File: src/hdl/plt_pkg.sv
// Shared types and constants of the port learning table.
package plt_pkg;

   localparam int PORT_W  = 16;
   localparam int PROTO_W = 8;
   localparam int SLOT_W  = 5;
   localparam int COUNT_W = 6;
   localparam int PADDR_W = 3;
   localparam int PDATA_W = 32;

   localparam logic [PROTO_W-1:0] PROTO_TCP = 8'd6;
   localparam logic [PROTO_W-1:0] PROTO_UDP = 8'd17;

   localparam logic OP_OBSERVE = 1'b0;
   localparam logic OP_CLEAR   = 1'b1;

   // Register index, taken from paddr bit 2.
   localparam logic REG_BACKEND_PRESENT = 1'b0;
   localparam logic REG_LEARN_ENABLE    = 1'b1;

   typedef enum logic [2:0] {
      ST_IDLE,
      ST_CHECK,
      ST_SCAN,
      ST_WRITE,
      ST_RESP
   } ctrl_state_type;

   typedef struct packed {
      logic load;
      logic clear;
      logic pass;
      logic scan_start;
      logic scan_run;
      logic hit_done;
      logic write_entry;
      logic push;
   } plt_cmd_type;

   typedef struct packed {
      logic is_clear;
      logic eligible;
      logic hit;
      logic scan_done;
      logic out_free;
   } plt_status_type;

endpackage

File: src/hdl/plt_chan_if.sv
// Valid/ready channel interfaces for request and response beats.
interface plt_req_if import plt_pkg::*; ();
   logic               valid;
   logic               ready;
   logic               operation;
   logic [PROTO_W-1:0] ip_protocol;
   logic [PORT_W-1:0]  dest_port;
   logic               from_wireless;

   modport source (output valid, output operation, output ip_protocol,
                   output dest_port, output from_wireless, input ready);
   modport sink   (input valid, input operation, input ip_protocol,
                   input dest_port, input from_wireless, output ready);
endinterface

interface plt_rsp_if import plt_pkg::*; ();
   logic               valid;
   logic               ready;
   logic               learned;
   logic               already_known;
   logic [SLOT_W-1:0]  written_slot;
   logic [COUNT_W-1:0] fill_count;

   modport source (output valid, output learned, output already_known,
                   output written_slot, output fill_count, input ready);
   modport sink   (input valid, input learned, input already_known,
                   input written_slot, input fill_count, output ready);
endinterface

File: src/hdl/plt_csr.sv
// APB-style configuration registers of the port learning table.
module plt_csr import plt_pkg::*; (
   input  logic               clock,
   input  logic               reset,
   input  logic               psel,
   input  logic               penable,
   input  logic               pwrite,
   input  logic [PADDR_W-1:0] paddr,
   input  logic [PDATA_W-1:0] pwdata,
   output logic [PDATA_W-1:0] prdata,
   output logic               pready,
   output logic               backend_present,
   output logic               learn_enable
);

   logic backend_ff;
   logic backend_in;
   logic enable_ff;
   logic enable_in;
   logic wr_en;

   assign pready = 1'b1;
   assign wr_en  = psel && penable && pwrite;

   always_comb begin
      backend_in = backend_ff;
      enable_in  = enable_ff;
      prdata     = '0;
      case (paddr[2])
         REG_BACKEND_PRESENT: begin
            prdata = PDATA_W'(backend_ff);
            if (wr_en) begin
               backend_in = pwdata[0];
            end
         end
         REG_LEARN_ENABLE: begin
            prdata = PDATA_W'(enable_ff);
            if (wr_en) begin
               enable_in = pwdata[0];
            end
         end
         default: begin
            prdata = '0;
         end
      endcase
   end

   always_ff @(posedge clock) begin
      if (reset) begin
         backend_ff <= 1'b0;
         enable_ff  <= 1'b0;
      end else begin
         backend_ff <= backend_in;
         enable_ff  <= enable_in;
      end
   end

   assign backend_present = backend_ff;
   assign learn_enable    = enable_ff;

endmodule

File: src/hdl/plt_ctrl.sv
// Controller state machine that sequences check, scan, write and response.
module plt_ctrl import plt_pkg::*; (
   input  logic           clock,
   input  logic           reset,
   input  logic           req_valid,
   output logic           req_ready,
   input  plt_status_type status,
   output plt_cmd_type    cmd
);

   ctrl_state_type state_ff;
   ctrl_state_type state_in;

   always_ff @(posedge clock) begin
      if (reset) begin
         state_ff <= ST_IDLE;
      end else begin
         state_ff <= state_in;
      end
   end

   always_comb begin
      state_in  = state_ff;
      cmd       = '0;
      req_ready = 1'b0;
      case (state_ff)
         ST_IDLE: begin
            req_ready = 1'b1;
            if (req_valid) begin
               cmd.load = 1'b1;
               state_in = ST_CHECK;
            end
         end
         ST_CHECK: begin
            if (status.is_clear) begin
               cmd.clear = 1'b1;
               state_in  = ST_RESP;
            end else if (!status.eligible) begin
               cmd.pass = 1'b1;
               state_in = ST_RESP;
            end else begin
               cmd.scan_start = 1'b1;
               state_in       = ST_SCAN;
            end
         end
         ST_SCAN: begin
            if (status.hit) begin
               cmd.hit_done = 1'b1;
               state_in     = ST_RESP;
            end else if (status.scan_done) begin
               state_in = ST_WRITE;
            end else begin
               cmd.scan_run = 1'b1;
            end
         end
         ST_WRITE: begin
            cmd.write_entry = 1'b1;
            state_in        = ST_RESP;
         end
         ST_RESP: begin
            if (status.out_free) begin
               cmd.push = 1'b1;
               state_in = ST_IDLE;
            end
         end
         default: begin
            state_in = ST_IDLE;
         end
      endcase
   end

endmodule

File: src/hdl/plt_dp.sv
// Datapath of the port learning table: item latch, entry memory, scan and result.
module plt_dp import plt_pkg::*; #(
   parameter int TABLE_DEPTH = 32
) (
   input  logic               clock,
   input  logic               reset,
   input  plt_cmd_type        cmd,
   output plt_status_type     status,
   input  logic               backend_present,
   input  logic               learn_enable,
   input  logic               req_operation,
   input  logic [PROTO_W-1:0] req_ip_protocol,
   input  logic [PORT_W-1:0]  req_dest_port,
   input  logic               req_from_wireless,
   input  logic               rsp_ready,
   output logic               rsp_valid,
   output logic               rsp_learned,
   output logic               rsp_already_known,
   output logic [SLOT_W-1:0]  rsp_written_slot,
   output logic [COUNT_W-1:0] rsp_fill_count
);

   localparam int PTR_W = $clog2(TABLE_DEPTH);
   localparam int CNT_W = $clog2(TABLE_DEPTH + 1);

   logic [PORT_W:0] entry_mem [TABLE_DEPTH];

   logic               op_ff;
   logic [PROTO_W-1:0] proto_ff;
   logic [PORT_W-1:0]  port_ff;
   logic               wireless_ff;

   logic [PTR_W-1:0] ptr_ff;
   logic [PTR_W-1:0] ptr_in;
   logic [CNT_W-1:0] count_ff;
   logic [CNT_W-1:0] count_in;
   logic [CNT_W-1:0] idx_ff;
   logic             cmp_vld_ff;
   logic [PORT_W:0]  rd_data_ff;

   logic               res_learned_ff;
   logic               res_known_ff;
   logic [SLOT_W-1:0]  res_slot_ff;
   logic [COUNT_W-1:0] res_count_ff;

   logic               rsp_valid_ff;
   logic               out_learned_ff;
   logic               out_known_ff;
   logic [SLOT_W-1:0]  out_slot_ff;
   logic [COUNT_W-1:0] out_count_ff;

   logic issue;
   logic mem_re;
   logic is_udp;

   assign issue  = idx_ff < count_ff;
   assign mem_re = cmd.scan_run && issue;
   assign is_udp = (proto_ff == PROTO_UDP);

   assign ptr_in   = (ptr_ff == PTR_W'(TABLE_DEPTH - 1)) ? '0 : ptr_ff + PTR_W'(1);
   assign count_in = (count_ff < CNT_W'(TABLE_DEPTH)) ? CNT_W'(ptr_ff) + CNT_W'(1)
                                                       : count_ff;

   assign status.is_clear  = (op_ff == OP_CLEAR);
   assign status.eligible  = backend_present && learn_enable && wireless_ff &&
                             ((proto_ff == PROTO_TCP) || is_udp);
   assign status.hit       = cmp_vld_ff && (rd_data_ff[PORT_W-1:0] == port_ff);
   assign status.scan_done = !issue && !cmp_vld_ff;
   assign status.out_free  = !rsp_valid_ff || rsp_ready;

   always_ff @(posedge clock) begin
      if (cmd.write_entry) begin
         entry_mem[ptr_ff] <= {is_udp, port_ff};
      end
      if (mem_re) begin
         rd_data_ff <= entry_mem[idx_ff[PTR_W-1:0]];
      end
   end

   always_ff @(posedge clock) begin
      if (cmd.load) begin
         op_ff       <= req_operation;
         proto_ff    <= req_ip_protocol;
         port_ff     <= req_dest_port;
         wireless_ff <= req_from_wireless;
      end
      if (cmd.clear || cmd.pass || cmd.hit_done || cmd.write_entry) begin
         res_learned_ff <= cmd.write_entry;
         res_known_ff   <= cmd.hit_done;
         res_slot_ff    <= cmd.write_entry ? SLOT_W'(ptr_ff) : '0;
         res_count_ff   <= cmd.clear       ? '0 :
                           cmd.write_entry ? COUNT_W'(count_in) : COUNT_W'(count_ff);
      end
      if (cmd.push) begin
         out_learned_ff <= res_learned_ff;
         out_known_ff   <= res_known_ff;
         out_slot_ff    <= res_slot_ff;
         out_count_ff   <= res_count_ff;
      end
   end

   always_ff @(posedge clock) begin
      if (reset) begin
         ptr_ff       <= '0;
         count_ff     <= '0;
         idx_ff       <= '0;
         cmp_vld_ff   <= 1'b0;
         rsp_valid_ff <= 1'b0;
      end else begin
         if (cmd.clear) begin
            ptr_ff   <= '0;
            count_ff <= '0;
         end else if (cmd.write_entry) begin
            ptr_ff   <= ptr_in;
            count_ff <= count_in;
         end
         if (cmd.scan_start) begin
            idx_ff     <= '0;
            cmp_vld_ff <= 1'b0;
         end else if (cmd.scan_run) begin
            cmp_vld_ff <= issue;
            if (issue) begin
               idx_ff <= idx_ff + CNT_W'(1);
            end
         end
         if (cmd.push) begin
            rsp_valid_ff <= 1'b1;
         end else if (rsp_ready) begin
            rsp_valid_ff <= 1'b0;
         end
      end
   end

   assign rsp_valid         = rsp_valid_ff;
   assign rsp_learned       = out_learned_ff;
   assign rsp_already_known = out_known_ff;
   assign rsp_written_slot  = out_slot_ff;
   assign rsp_fill_count    = out_count_ff;

   a_count_bound: assert property (@(posedge clock) disable iff (reset)
      count_ff <= CNT_W'(TABLE_DEPTH))
      else $error("fill count exceeds table depth");

   a_ptr_tracks_count: assert property (@(posedge clock) disable iff (reset)
      (count_ff < CNT_W'(TABLE_DEPTH)) |-> (CNT_W'(ptr_ff) == count_ff))
      else $error("write pointer does not follow fill count before the table is full");

   a_write_fills: assert property (@(posedge clock) disable iff (reset)
      cmd.write_entry |=> (count_ff != '0))
      else $error("fill count is zero after an entry was written");

   a_push_when_free: assert property (@(posedge clock) disable iff (reset)
      cmd.push |-> (!rsp_valid_ff || rsp_ready))
      else $error("response register overwritten while a beat is pending");

endmodule

File: src/hdl/port_learning_table_top.sv
// Top level of the port learning table.
// The block learns destination ports of TCP and UDP packets into a table of TABLE_DEPTH
// entries, one item at a time. A clear or a packet that is not learned goes from accept
// to response beat without a scan; a learned or known packet adds a scan of the filled
// entries through the single read port of the entry memory, one entry per cycle, and
// the response beat can be held further by a response stall.
// A new request beat is taken while the previous response beat still waits.
// Registers: backend_present at byte address 0, learn_enable at byte address 4, bit 0 each.
module port_learning_table_top import plt_pkg::*; #(
   parameter int TABLE_DEPTH = 32
) (
   input  logic               clock,
   input  logic               reset,
   plt_req_if.sink            req_bus,
   plt_rsp_if.source          rsp_bus,
   input  logic               psel,
   input  logic               penable,
   input  logic               pwrite,
   input  logic [PADDR_W-1:0] paddr,
   input  logic [PDATA_W-1:0] pwdata,
   output logic [PDATA_W-1:0] prdata,
   output logic               pready
);

   plt_cmd_type    cmd;
   plt_status_type status;
   logic           backend_present;
   logic           learn_enable;

   plt_csr u_csr (
      .clock           (clock),
      .reset           (reset),
      .psel            (psel),
      .penable         (penable),
      .pwrite          (pwrite),
      .paddr           (paddr),
      .pwdata          (pwdata),
      .prdata          (prdata),
      .pready          (pready),
      .backend_present (backend_present),
      .learn_enable    (learn_enable)
   );

   plt_ctrl u_ctrl (
      .clock     (clock),
      .reset     (reset),
      .req_valid (req_bus.valid),
      .req_ready (req_bus.ready),
      .status    (status),
      .cmd       (cmd)
   );

   plt_dp #(
      .TABLE_DEPTH (TABLE_DEPTH)
   ) u_dp (
      .clock             (clock),
      .reset             (reset),
      .cmd               (cmd),
      .status            (status),
      .backend_present   (backend_present),
      .learn_enable      (learn_enable),
      .req_operation     (req_bus.operation),
      .req_ip_protocol   (req_bus.ip_protocol),
      .req_dest_port     (req_bus.dest_port),
      .req_from_wireless (req_bus.from_wireless),
      .rsp_ready         (rsp_bus.ready),
      .rsp_valid         (rsp_bus.valid),
      .rsp_learned       (rsp_bus.learned),
      .rsp_already_known (rsp_bus.already_known),
      .rsp_written_slot  (rsp_bus.written_slot),
      .rsp_fill_count    (rsp_bus.fill_count)
   );

endmodule
File: src/flat_wrapper.sv
// flat-port wrapper written by rule: the top's interface ports become plain ports
module port_learning_table_top_flat import plt_pkg::*;
#(
   parameter int TABLE_DEPTH = 32
)
  (clock, reset, psel, penable, pwrite, paddr, pwdata, prdata, pready, req_bus_valid, req_bus_operation, req_bus_ip_protocol, req_bus_dest_port, req_bus_from_wireless, req_bus_ready, rsp_bus_valid, rsp_bus_learned, rsp_bus_already_known, rsp_bus_written_slot, rsp_bus_fill_count, rsp_bus_ready);
  plt_req_if req_bus_i ();
  plt_rsp_if rsp_bus_i ();
  input  logic clock;
  input  logic reset;
  input  logic psel;
  input  logic penable;
  input  logic pwrite;
  input  logic [PADDR_W-1:0] paddr;
  input  logic [PDATA_W-1:0] pwdata;
  output logic [PDATA_W-1:0] prdata;
  output logic pready;
  input wire logic [$bits(req_bus_i.valid)-1:0] req_bus_valid;
  input wire logic [$bits(req_bus_i.operation)-1:0] req_bus_operation;
  input wire logic [$bits(req_bus_i.ip_protocol)-1:0] req_bus_ip_protocol;
  input wire logic [$bits(req_bus_i.dest_port)-1:0] req_bus_dest_port;
  input wire logic [$bits(req_bus_i.from_wireless)-1:0] req_bus_from_wireless;
  output wire logic [$bits(req_bus_i.ready)-1:0] req_bus_ready;
  output wire logic [$bits(rsp_bus_i.valid)-1:0] rsp_bus_valid;
  output wire logic [$bits(rsp_bus_i.learned)-1:0] rsp_bus_learned;
  output wire logic [$bits(rsp_bus_i.already_known)-1:0] rsp_bus_already_known;
  output wire logic [$bits(rsp_bus_i.written_slot)-1:0] rsp_bus_written_slot;
  output wire logic [$bits(rsp_bus_i.fill_count)-1:0] rsp_bus_fill_count;
  input wire logic [$bits(rsp_bus_i.ready)-1:0] rsp_bus_ready;
  assign req_bus_i.valid = req_bus_valid;
  assign req_bus_i.operation = req_bus_operation;
  assign req_bus_i.ip_protocol = req_bus_ip_protocol;
  assign req_bus_i.dest_port = req_bus_dest_port;
  assign req_bus_i.from_wireless = req_bus_from_wireless;
  assign req_bus_ready = req_bus_i.ready;
  assign rsp_bus_valid = rsp_bus_i.valid;
  assign rsp_bus_learned = rsp_bus_i.learned;
  assign rsp_bus_already_known = rsp_bus_i.already_known;
  assign rsp_bus_written_slot = rsp_bus_i.written_slot;
  assign rsp_bus_fill_count = rsp_bus_i.fill_count;
  assign rsp_bus_i.ready = rsp_bus_ready;
  port_learning_table_top #(.TABLE_DEPTH(TABLE_DEPTH)) u_core (.clock(clock), .reset(reset), .req_bus(req_bus_i), .rsp_bus(rsp_bus_i), .psel(psel), .penable(penable), .pwrite(pwrite), .paddr(paddr), .pwdata(pwdata), .prdata(prdata), .pready(pready));
endmodule
File: config.mk
export PLATFORM = sky130hd
export DESIGN_NAME = port_learning_table_top_flat
export DESIGN_NICKNAME = d
export VERILOG_FILES = /design/src/hdl/plt_pkg.sv /design/src/hdl/plt_chan_if.sv /design/src/hdl/plt_csr.sv /design/src/hdl/plt_ctrl.sv /design/src/hdl/plt_dp.sv /design/src/hdl/port_learning_table_top.sv /design/src/flat_wrapper.sv
export SDC_FILE = /design/constraint.sdc
export NUM_CORES = 1
export LEC_CHECK = 0
export BUFFER_PORTS_ARGS = -buffer_cell sky130_fd_sc_hd__buf_4
export CAP_MARGIN = 20
export CORE_ASPECT_RATIO = 0.8
export CORE_MARGIN = 2
export CORE_UTILIZATION = 55
export CTS_CLUSTER_DIAMETER = 120
export DETAILED_ROUTE_END_ITERATION = 8
export PLACE_DENSITY = 0.73
export SLEW_MARGIN = 25
export SYNTH_ARGS = -nofsm -noshare
export SYNTH_HDL_FRONTEND = slang
export SYNTH_SLANG_ARGS = --single-unit
File: constraint.sdc
create_clock -name clock -period 4.35 [get_ports clock]
set_input_delay 0.435 -clock clock [delete_from_list [all_inputs] [get_ports clock]]
set_output_delay 0.435 -clock clock [all_outputs]
set_load 0.005 [all_outputs]
==> results.json <==
{
  "cts_buffers": 56,
  "worstPathCellList": "buf_4 > mux4_2 > mux4_2 > mux2_2",
  "post-route-min-period_ns": 3.05,
  "drtIter0Drc": 1240,
  "cts_max_level": 2,
  "io_buffers": 50,
  "synth_area_mm2": 0.0234,
  "die_w_um": 235,
  "crit_buf_inv": 1,
  "placed_cell_area_mm2": 0.0246,
  "power_density_mw_per_mm2": 430,
  "overflow": 0,
  "wl_per_cell_um": 26.3,
  "timing.critical_path.mode_cell": "mux4_2",
  "finalHoldViolCount": 0,
  "crit_arrival_ns": 3.39,
  "setup_violations": 0,
  "n_antenna_cell": 0,
  "period_share": 0.700,
  "dr.pass1.iters": 5,
  "peakVddDrop_uv": 372,
  "leakage_nw": 8.36,
  "clock-sinks": 604,
  "cp_top_family": "multiplexers",
  "crit_type": "reg2reg",
  "synth_top_area_frac": 0.743,
  "core_area_mm2": 0.0420,
  "maxCapViolations": 0,
  "synthTopCellsByArea": "edfxtp_1 74%, mux4_2 15%, dfxtp_1 2.0%",
  "worstPathRequired_ns": 4.70,
  "grt_pass1_wl_um": 70800,
  "area_growth_pct": 13.6,
  "route.detailed.drc": 0,
  "clk_latency_ns": 0.60,
  "tns_ns": 0,
  "holdCritPathClass": "in2reg",
  "fillCellCount": 2716,
  "synth-edff-count": 580,
  "synth_cell_types": 46,
  "status": "complete, no violations",
  "root_buffer": "clkbuf_16",
  "drive_gt1_frac": 0.319,
  "worstPathMaxFanout": 46,
  "holdWs_ns": 0.0220,
  "synthCells": 1075,
  "drv_slew": 0,
  "antenna_found_initial": 0,
  "critical-path-max-stage-delay_ns": 0.93,
  "yosys_register_bits": 604,
  "yosysTopAreaCell": "edfxtp_1",
  "worstSetupPathDepth": 4,
  "rr_endpoint": "u_core.u_dp.rd_data_ff[8]$_DFFE_PP_",
  "tightest_slew_ns": 0.977,
  "routed_wl_um": 47500,
  "gp_congestion": 0.763,
  "regArea_mm2": 0.0179,
  "initial_core_util": 0.558,
  "grt_max_degree": 68,
  "fmax_ghz": 0.328,
  "post_cts_buffers": 0,
  "num_io_pins": 116,
  "clk_pin_slew_ns": 0.06,
  "slew_headroom": 0.349,
  "dr_total_vias": 11000,
  "ys_seq_area_frac": 0.763,
  "synthArstFlopShare": 0,
  "start_kind": "flip-flop",
  "grt_pass1_vias": 11100,
  "crit_start": "u_core.u_dp.idx_ff[0]$_SDFFE_PP0P_",
  "ys.flop_type": "edfxtp_1",
  "mostFrequentLayoutCell": "edfxtp_1",
  "die_area_mm2": 0.0443,
  "tritoncts": "yes",
  "clock_skew_ns": 0.0187,
  "cpMaxStageDelayCell": "dfxtp_4",
  "endpoint": "u_core.u_dp.rd_data_ff[8]$_DFFE_PP_",
  "clk_path_buf_depth": 3,
  "multiInputGateArea_mm2": 0.00522,
  "die-height_um": 189,
  "worst_setup_path_end_kind": "flip-flop",
  "final_nets": 1289,
  "rsz0062_at_grt": "false",
  "grtUsageTotal": 0.217,
  "vias_per_cell": 6.12,
  "final_util": 0.634,
  "fin_area_mm2": 0.0266,
  "yosys_warnings": 0,
  "regToRegSetupSlack_ns": 1.30,
  "post_cts_resized": 0,
  "r2r_cells": 4,
  "worstReg2RegStart": "u_core.u_dp.idx_ff[0]$_SDFFE_PP0P_",
  "placementRows": 67,
  "final_cell_mix": "580 x edfxtp_1, 160 x mux4_2, 99 x buf_4",
  "avgSynthCellArea_um2": 21.8,
  "drtAntennaViolNets": 0,
  "place_hpwl_um": 26300
}
==> synthesized netlist by cell type, types with 2 or more instances <==
cell,instances
edfxtp_1,580
xnor2_1,13
nand3b_1,5
nor3_1,6
dfxtp_1,24
a21oi_1,12
buf_2,7
xor2_1,5
nand2b_1,11
or3_1,3
nor2b_1,2
o21ai_0,2
buf_4,34
nor2_1,52
clkbuf_1,22
nand4_1,6
ha_1,11
mux4_2,160
or3b_1,2
nand2_1,21
mux2_2,17
a211oi_1,4
nand3_1,7
nor4bb_1,2
conb_1,2
and3_1,9
buf_6,6
inv_1,12
buf_1,11
nor4_1,2
mux2i_1,10
==> what timing repair did <==
| action | in CTS | in global routing |
|---|---|---|
| endpoints found under the setup margin | 0 | 0 |
| hold buffers | 16 | 0 |
| endpoints found under the hold margin | 16 | 0 |
==> per-layer routing <==
| layer | up-vias | share of wire | global-route usage | routed length (um) |
|---|---|---|---|---|
| met2 | 484 | 0.48 | 0.334 | 22700 |
| met1 | 5850 | 0.42 | 0.327 | 20100 |
| li1 | 4641 | - | - | - |
| met3 | 73 | 0.079 | 0.0346 | 3740 |
| met4 | 0 | 0.022 | 0.0628 | 1030 |
| met5 | - | 0 | 0 | 0 |
==> how the worst min path moves through the flow <==
stage / from / depth (start not counted) / to
CTS: req_bus_operation / 1 / u_core.u_dp.op_ff$_DFFE_PP_
detailed placement: u_core.u_dp.res_known_ff$_DFFE_PP_ / 0 / u_core.u_dp.rsp_already_known$_DFFE_PP_
global route: req_bus_ip_protocol[3] / 1 / u_core.u_dp.proto_ff[3]$_DFFE_PP_
finish: req_bus_operation / 1 / u_core.u_dp.op_ff$_DFFE_PP_
global placement: u_core.u_dp.res_slot_ff[3]$_SDFFCE_PN0P_ / 0 / u_core.u_dp.rsp_written_slot[3]$_DFFE_PP_
floorplan: u_core.u_dp.res_known_ff$_DFFE_PP_ / 0 / u_core.u_dp.rsp_already_known$_DFFE_PP_
==> cell type report <==
cell class | count | area share
Clock buffer | 67 | 0.0542
Clock inverter | 34 | 0.00831
Inverter | 13 | 0.00183
Multi-Input combinational cell | 408 | 0.196
Sequential cell | 604 | 0.672
Tap cell | 552 | 0.0259
Timing Repair Buffer | 127 | 0.0415
==> through the flow <==
step,power (mW),setup slack (ns),instances
2_1_floorplan,6.88,1.92,1105
3_3_place_gp,7.02,1.24,1678
3_5_place_dp,7.04,1.23,1678
4_1_cts,11.5,1.24,1795
5_1_grt,11.8,1.08,1805
6_report,11.4,1.30,1805
==> kinds of logic (layout without fill, tap and decap cells) <==
| logic type | after synthesis | after routing | share of synthesized area |
|---|---|---|---|
| AO/OA/AOI/OAI | 26 | 26 | 0.00683 |
| AND/OR/NAND/NOR | 134 | 134 | 0.0283 |
| buffers and inverters | 93 | 241 | 0.0226 |
| other | 2 | 32 | 0.000320 |
| multiplexers | 187 | 187 | 0.166 |
| flip-flops | 604 | 604 | 0.763 |
| adder cells (fa/ha/maj) | 11 | 11 | 0.00587 |
| XOR/XNOR | 18 | 18 | 0.00672 |
==> worst register-to-register path, cell delays in order (launching register included) <==
cell and delay [ns]:
dfxtp_4 0.93, buf_4 0.50, mux4_2 0.56, mux4_2 0.54
mux2_2 0.29
==> power by group <==
| group | leakage [nW] | internal, mW | switching [mW] |
|---|---|---|---|
| sequential | 5.43 | 6.55 | 0.0641 |
| combinational | 2.12 | 0.112 | 0.228 |
| clock | 0.816 | 2.47 | 2.02 |
| total | 8.36 | 9.13 | 2.31 |
==> flip-flops by register name (all words and copies together), names as in the netlist <==
register                       count
u_core.u_dp.rsp_learned            1
u_core.u_dp.proto_ff               8
u_core.u_dp.entry_mem            512
u_core.u_dp.res_slot_ff            5
u_core.u_dp.rsp_fill_count         6
u_core.u_dp.wireless_ff            1
u_core.u_ctrl.state_ff             3
u_core.u_dp.idx_ff                 6
u_core.u_dp.rsp_written_slot       5
u_core.u_dp.cmp_vld_ff             1
u_core.u_dp.port_ff               16
u_core.u_dp.rsp_already_known      1
u_core.u_dp.rsp_valid              1
u_core.u_csr.backend_present       1
u_core.u_dp.res_learned_ff         1
u_core.u_dp.rd_data_ff            16
u_core.u_dp.op_ff                  1
u_core.u_dp.res_known_ff           1
u_core.u_dp.ptr_ff                 5
u_core.u_dp.count_ff               6
u_core.u_csr.learn_enable          1
u_core.u_dp.res_count_ff           6
Power figures use the tool's default switching activity.
